### config.mk
export PLATFORM = sky130hd
export DESIGN_NAME = sorted_priority_queue
export DESIGN_NICKNAME = d
export VERILOG_FILES = /design/src/rtl/spq_pkg.sv /design/src/rtl/sorted_priority_queue.sv /design/src/rtl/spq_cell.sv
export VERILOG_INCLUDE_DIRS = /design/src /design/src/rtl
export SDC_FILE = /design/constraint.sdc
export NUM_CORES = 2
export LEC_CHECK = 0
export BUFFER_PORTS_ARGS = -buffer_cell sky130_fd_sc_hd__buf_2
export CAP_MARGIN = 20
export CORE_UTILIZATION = 40
export DETAILED_ROUTE_END_ITERATION = 10
export SKIP_CTS_REPAIR_TIMING = 1
export SYNTH_ARGS = -nofsm -noshare
export SYNTH_HDL_FRONTEND = slang
export SYNTH_SLANG_ARGS = --single-unit
### constraint.sdc
create_clock -name i_clk -period 8.6 [get_ports i_clk]
set_input_delay 0.86 -clock i_clk [delete_from_list [all_inputs] [get_ports i_clk]]
set_output_delay 0.86 -clock i_clk [all_outputs]
set_load 0.01 [all_outputs]
### src/rtl/sorted_priority_queue_macros.svh
// Assertion helpers used by the checks in the queue module.
`ifndef SORTED_PRIORITY_QUEUE_MACROS_SVH
`define SORTED_PRIORITY_QUEUE_MACROS_SVH

// Same-cycle implication, disabled while reset is held.
`define SPQ_ASSERT_IMP(label, clk, rst_n, ante, cons) \
    label: assert property (@(posedge clk) disable iff (!rst_n) (ante) |-> (cons)) \
        else $error("sorted priority queue check failed");

// Next-cycle implication, disabled while reset is held.
`define SPQ_ASSERT_NXT(label, clk, rst_n, ante, cons) \
    label: assert property (@(posedge clk) disable iff (!rst_n) (ante) |=> (cons)) \
        else $error("sorted priority queue check failed");

`endif

### src/rtl/spq_pkg.sv
package spq_pkg;

    localparam int VAL_W = 32;
    localparam int PRI_W = 8;

    // Command codes carried on the input tuser.
    localparam logic CMD_ENQ = 1'b0;
    localparam logic CMD_DEQ = 1'b1;

    // Operation broadcast to every cell in the chain.
    typedef struct packed {
        logic             ins;
        logic             del;
        logic [VAL_W-1:0] value;
        logic [PRI_W-1:0] pri;
    } t_op;

endpackage

### src/rtl/sorted_priority_queue.sv
// Sorted priority queue built from a chain of shift cells, front entry in cell 0.
// A result is registered when its input is taken and shown in the cycle after the transfer.
// One command per cycle while the output side is not stalled; cells compare and shift at once.
// Reset (synchronous, active low) empties the queue and the output register;
// cell contents are left as they are and are never read while unoccupied.
module sorted_priority_queue #(
    parameter int CAPACITY = 16
) (
    input  logic        i_clk,
    input  logic        i_rst_n,
    // Slave side. tdata: value [31:0], priority_req [39:32]. tuser: cmd [0].
    input  logic        s_tvalid,
    output logic        s_tready,
    input  logic [39:0] s_tdata,
    input  logic [0:0]  s_tuser,
    // Master side. tdata: popped_value [31:0], head_value [63:32].
    // tuser: popped_valid [0], empty_res [1], full_res [2], rejected [3].
    output logic        m_tvalid,
    input  logic        m_tready,
    output logic [63:0] m_tdata,
    output logic [3:0]  m_tuser
);
    import spq_pkg::*;

    localparam int CW = $clog2(CAPACITY + 1);
    localparam logic [CW-1:0] CAP_CNT = CW'(CAPACITY);

    // Occupancy count; cell k is occupied when k is below it.
    logic [CW-1:0] r_count, n_count;

    // Output register that parts the two sides of the block.
    logic             r_out_valid;
    logic [VAL_W-1:0] r_out_popped, r_out_head;
    logic             r_out_pvalid, r_out_empty, r_out_full, r_out_rej;

    logic             w_accept, w_full, w_empty, w_rej;
    logic [VAL_W-1:0] w_in_value;
    logic [PRI_W-1:0] w_in_pri;
    t_op              w_op;

    logic [VAL_W-1:0] w_value [CAPACITY];
    logic [PRI_W-1:0] w_pri   [CAPACITY];
    logic             w_keep  [CAPACITY];
    logic [VAL_W-1:0] w_next_value [CAPACITY];

    // A new command is taken whenever the output register is free or draining,
    // and never while reset is held.
    assign s_tready = i_rst_n && (!r_out_valid || m_tready);
    assign w_accept = s_tvalid && s_tready;

    assign w_in_value = s_tdata[VAL_W-1:0];
    assign w_in_pri   = s_tdata[VAL_W+PRI_W-1:VAL_W];
    assign w_full     = (r_count == CAP_CNT);
    assign w_empty    = (r_count == '0);

    // Enqueue into a full queue is dropped; dequeue from an empty queue does nothing.
    assign w_op.ins   = w_accept && (s_tuser[0] == CMD_ENQ) && !w_full;
    assign w_op.del   = w_accept && (s_tuser[0] == CMD_DEQ) && !w_empty;
    assign w_op.value = w_in_value;
    assign w_op.pri   = w_in_pri;
    assign w_rej      = w_accept && (s_tuser[0] == CMD_ENQ) && w_full;

    // The chain: each cell looks at its left neighbor for inserts and its right
    // neighbor for removals. Cell 0 sees the new entry itself as its left neighbor,
    // and the last cell feeds itself on removal since its old content is discarded.
    for (genvar k = 0; k < CAPACITY; k++) begin : g_cell
        localparam logic [CW-1:0] K_IDX = CW'(k);
        logic [VAL_W-1:0] w_lv, w_rv;
        logic [PRI_W-1:0] w_lp, w_rp;
        logic             w_lk;

        if (k == 0) begin : g_first
            assign w_lv = w_in_value;
            assign w_lp = w_in_pri;
            assign w_lk = 1'b0;
        end else begin : g_mid
            assign w_lv = w_value[k-1];
            assign w_lp = w_pri[k-1];
            assign w_lk = w_keep[k-1];
        end

        if (k == CAPACITY - 1) begin : g_last
            assign w_rv = w_value[k];
            assign w_rp = w_pri[k];
        end else begin : g_inner
            assign w_rv = w_value[k+1];
            assign w_rp = w_pri[k+1];
        end

        spq_cell u_cell (
            .i_clk        (i_clk),
            .i_op         (w_op),
            .i_occ        (r_count > K_IDX),
            .i_left_value (w_lv),
            .i_left_pri   (w_lp),
            .i_left_keep  (w_lk),
            .i_right_value(w_rv),
            .i_right_pri  (w_rp),
            .o_value      (w_value[k]),
            .o_pri        (w_pri[k]),
            .o_keep       (w_keep[k]),
            .o_next_value (w_next_value[k])
        );
    end

    always_comb begin
        n_count = r_count;
        priority if (w_op.ins) begin
            n_count = r_count + 1'b1;
        end else if (w_op.del) begin
            n_count = r_count - 1'b1;
        end else begin
            n_count = r_count;
        end
    end

    always_ff @(posedge i_clk) begin
        if (!i_rst_n) begin
            r_count     <= '0;
            r_out_valid <= 1'b0;
        end else begin
            r_count <= n_count;
            if (w_accept) begin
                r_out_valid <= 1'b1;
            end else if (m_tready) begin
                r_out_valid <= 1'b0;
            end
        end
    end

    // Result payload: the head after this step is the next value of cell 0.
    always_ff @(posedge i_clk) begin
        if (w_accept) begin
            r_out_popped <= w_op.del ? w_value[0] : '0;
            r_out_pvalid <= w_op.del;
            r_out_head   <= (n_count != '0) ? w_next_value[0] : '1;
            r_out_empty  <= (n_count == '0);
            r_out_full   <= (n_count == CAP_CNT);
            r_out_rej    <= w_rej;
        end
    end

    assign m_tvalid = r_out_valid;
    assign m_tdata  = {r_out_head, r_out_popped};
    assign m_tuser  = {r_out_rej, r_out_full, r_out_empty, r_out_pvalid};

    `include "sorted_priority_queue_macros.svh"

    `SPQ_ASSERT_IMP(a_count_bound, i_clk, i_rst_n, 1'b1, r_count <= CAP_CNT)
    `SPQ_ASSERT_IMP(a_rej_full, i_clk, i_rst_n, r_out_valid && r_out_rej, r_out_full)
    `SPQ_ASSERT_IMP(a_empty_head, i_clk, i_rst_n, r_out_valid && r_out_empty, r_out_head == '1)
    `SPQ_ASSERT_NXT(a_pop_count, i_clk, i_rst_n, w_op.del, r_count == $past(r_count) - 1'b1)

endmodule

### src/rtl/spq_cell.sv
module spq_cell (
    input  logic                      i_clk,
    input  spq_pkg::t_op              i_op,
    input  logic                      i_occ,
    input  logic [spq_pkg::VAL_W-1:0] i_left_value,
    input  logic [spq_pkg::PRI_W-1:0] i_left_pri,
    input  logic                      i_left_keep,
    input  logic [spq_pkg::VAL_W-1:0] i_right_value,
    input  logic [spq_pkg::PRI_W-1:0] i_right_pri,
    output logic [spq_pkg::VAL_W-1:0] o_value,
    output logic [spq_pkg::PRI_W-1:0] o_pri,
    output logic                      o_keep,
    output logic [spq_pkg::VAL_W-1:0] o_next_value
);
    import spq_pkg::*;

    logic [VAL_W-1:0] r_value, n_value;
    logic [PRI_W-1:0] r_pri, n_pri;

    // An occupied entry whose priority is at least the new one stays in place.
    assign o_keep = i_occ && (r_pri >= i_op.pri);

    always_comb begin
        n_value = r_value;
        n_pri   = r_pri;
        priority if (i_op.ins) begin
            if (!o_keep) begin
                // The first cell that moves takes the new entry, the rest shift right.
                n_value = i_left_keep ? i_op.value : i_left_value;
                n_pri   = i_left_keep ? i_op.pri   : i_left_pri;
            end
        end else if (i_op.del) begin
            n_value = i_right_value;
            n_pri   = i_right_pri;
        end else begin
            n_value = r_value;
            n_pri   = r_pri;
        end
    end

    always_ff @(posedge i_clk) begin
        r_value <= n_value;
        r_pri   <= n_pri;
    end

    assign o_value      = r_value;
    assign o_pri        = r_pri;
    assign o_next_value = n_value;

endmodule

==> out/results.tsv <==
metric	value	unit
slew_viol_final	0	
pwr-share-comb	19.0	%
syn-cell-area	39900	µm²
yosys.area.top_type	edfxtp_1	
worst_path_max_delay_cell	or2_2	
cts.sinks	714	
fin_setup_tns	0	ns
track_usage	26.9	%
cp.arrival	4.97	ns
vias	34400	
numCtsBuffers	78	
drcViolationCount	0	
hold_start	s_tvalid	
path_cells	buf_2 > inv_1 > buf_4 > ha_1 > nand4_1 > o211ai_1 > o21ai_4 > buf_4 > and2_1 > or2_2	
ys_warn_count	0	
grt_max_degree	217	
fill_cells	9282	
grt_pass1_wl	210	mm
tightest_slew	1.17	ns
port_buffers	114	
cts_max_level	3	
die_x	318	µm
gp_congestion	0.903	
start_kind	input pin	
dr.pass1.iters	6	
setup_viol	0	
antenna_left	0	
avgViaCountPerCell	6.52	
die_area	101000	µm²
cts_tree	built	
netlist_instances	4077	
synth_edf_count	676	
ios	115	
dr_wl_met3	16.7	mm
fin_worst_skew	0.0226	ns
drt_iter0_markers	5070	
wl	141	mm
dp.cells	5139	
maxSlewHeadroom	21.9	%
p_leak	15.3	nW
clkPwrFrac	35.0	%
clock_latency	0.65	ns
num_rows	115	
ys_async_sr_fraction	0	%
grt-ovfl-total	0	
synth.yosys.seq_area_share	52.8	%
hold_viol	0	
synth_nets	4256	
power.total	9.52	mW
layout.nets	4113	
root_buffer	clkbuf_16	
fin_util	44.6	%
avgSynthCellArea	9.79	µm²
synth_top_area_share	50.8	%
cp_max_fo	44	
finalCritPeriodShare	54.7	%
top_layer_used	met4	
synth_ff_type	edfxtp_1	
antenna_cells	0	
final_cell_area	43900	µm²
r2r_start	r_count[1]	
dp_hpwl	86.5	mm
path_clk_slew	0.06	ns
setup_ws	3.89	ns
cp-end-kind	flip-flop	
switching_power	3.01	mW
status	finished clean	
yosys_register_bits	714	
core	98600	µm²
place_ws	3.35	ns
drv_cap	0	
wl_met1	60.9	mm
rsz0062_at_grt	false	
p_seq_share	46.0	%
dieHeight	318	µm
p_int	6.52	mW
syn2layout_area_growth	10.0	%
placed_cell_area	41400	µm²
holdCritPathClass	in2reg	
vdd_drop_max	0.143	mV
antenna_found_initial	0	
period_needed	4.71	ns
start_util	40.5	%
cp.required	8.86	ns
yosys-top-cells-area	edfxtp_1 51%, a31oi_1 5.9%, o21ai_0 5.2%, a21oi_1 4.8%, ha_1 4.2%	
sw_frac_of_total	31.6	%
slowest_delay	0.92	ns
clk_path_buf_depth	3	
power.density	217	nW/µm²
drive_above_1_share	10.1	%
fmax	213	MHz
wl_per_cell	26.7	µm
hold_ws	0.474	ns
path_class	in2reg	
wl_met2	59.0	mm
synth_cell_type_count	67	
cpMostUsedCell	buf_4	
instances_no_fill	5285	
startpoint	s_tdata[36]	
grt_pass1_vias	32000	
==> per-layer routing <==
layer  GRT usage, %  vias to the layer above
met3           5.94                      237
met2           38.3                     2192
met1           39.9                    16900
met4           8.85                        0
li1               -                    15100
met5              0                        -
==> flip-flops by register name, summed over array words and instances, names as in the netlist <==
register / count
g_cell.u_cell.o_value: 512
g_cell.u_cell.o_pri: 128
r_out_head: 32
r_out_popped: 32
r_count: 5
m_tvalid: 1
r_out_empty: 1
r_out_full: 1
r_out_pvalid: 1
r_out_rej: 1
==> critical path: cells and delay by family <==
kind,cells,cell delay [ns]
AO/OA/AOI/OAI,2,0.26
adder cells (fa/ha/maj),1,0.32
buffers and inverters,4,1.54
AND/OR/NAND/NOR,3,1.91
==> cell type report <==
type / instances / area, µm² / share of cell area (%)
Clock buffer: 104 / 2140 / 4.87
Clock inverter: 40 / 325 / 0.741
Inverter: 68 / 256 / 0.584
Multi-Input combinational cell: 2878 / 17300 / 39.3
Sequential cell: 714 / 21100 / 48.0
Tap cell: 1287 / 1610 / 3.67
Timing Repair Buffer: 194 / 1260 / 2.87
==> cells in the final DEF (no fill, tap or decap), drive strengths merged, types with 7 or more instances in the layout <==
cell type  instances
clkbuf           104
a311o             50
buf              194
o21a              26
a221o             29
nor2             445
and2              39
inv               71
a31oi            377
nor2b             14
a21oi            384
mux2i             95
a22oi             10
a211oi            22
nor3               7
a21o              11
o211ai            68
nand2            333
clkinv            33
edfxtp           676
o2111ai           30
o21ai            517
ha               134
nand3            167
o21bai            10
o311ai             8
nor4               8
o221ai            30
nand2b            16
a311oi            10
dfxtp             38
==> power groups by stage <==
stage | sequential, mW | clock, mW | combinational (mW)
after floorplan | 4.35 | 0 | 1.14
after global placement | 4.44 | 0 | 1.72
after detailed placement | 4.44 | 0 | 1.75
after CTS | 4.37 | 3.36 | 1.76
after global routing | 4.40 | 3.49 | 1.93
final | 4.38 | 3.33 | 1.81
==> synth_stat cells (3+ instances only) <==
master	count
edfxtp_1	676
nor2_1	445
o21ai_0	418
a21oi_1	384
a31oi_1	375
clkbuf_1	333
nand2_1	332
nand3_1	167
ha_1	134
o21ai_1	96
mux2i_1	95
o211ai_1	68
inv_1	63
buf_2	53
a311o_1	50
and2_1	39
dfxtp_1	38
o221ai_1	30
a221o_1	29
o2111ai_2	27
o21a_1	26
a211oi_1	22
buf_1	19
nand2b_1	16
nor2b_1	14
a21o_1	11
a22oi_1	10
o21bai_1	10
a311oi_1	9
nor4_1	8
buf_4	7
nor3_1	7
o311ai_0	7
buf_6	5
inv_2	5
nand4_1	4
and3_1	3
o2111ai_1	3
o21ai_2	3
or2_1	3
or3_1	3
==> worst paths after layout <==
kind | end | slack [ns] | cells past startpoint
setup / recovery | g_cell[9].u_cell.o_value[10] | 3.89 | 10
hold / removal | m_tvalid | 0.47 | 3
setup reg to reg | g_cell[10].u_cell.o_value[26] | 4.02 | 10
hold reg to reg | g_cell[0].u_cell.o_value[26] | 0.51 | 2
==> kinds of logic (layout without fill, tap and decap cells) <==
kind of cell / after synthesis / count (layout) / share of synthesized area (%)
compound gates: 1595 / 1595 / 24.5
simple gates: 1053 / 1053 / 11.2
flops: 714 / 714 / 52.8
buf+inv: 485 / 406 / 4.89
fa+ha+maj: 134 / 134 / 4.20
mux: 95 / 95 / 2.38
xor+xnor: 1 / 1 / 0.0219
Note: power is estimated with default switching activity, not from simulation.
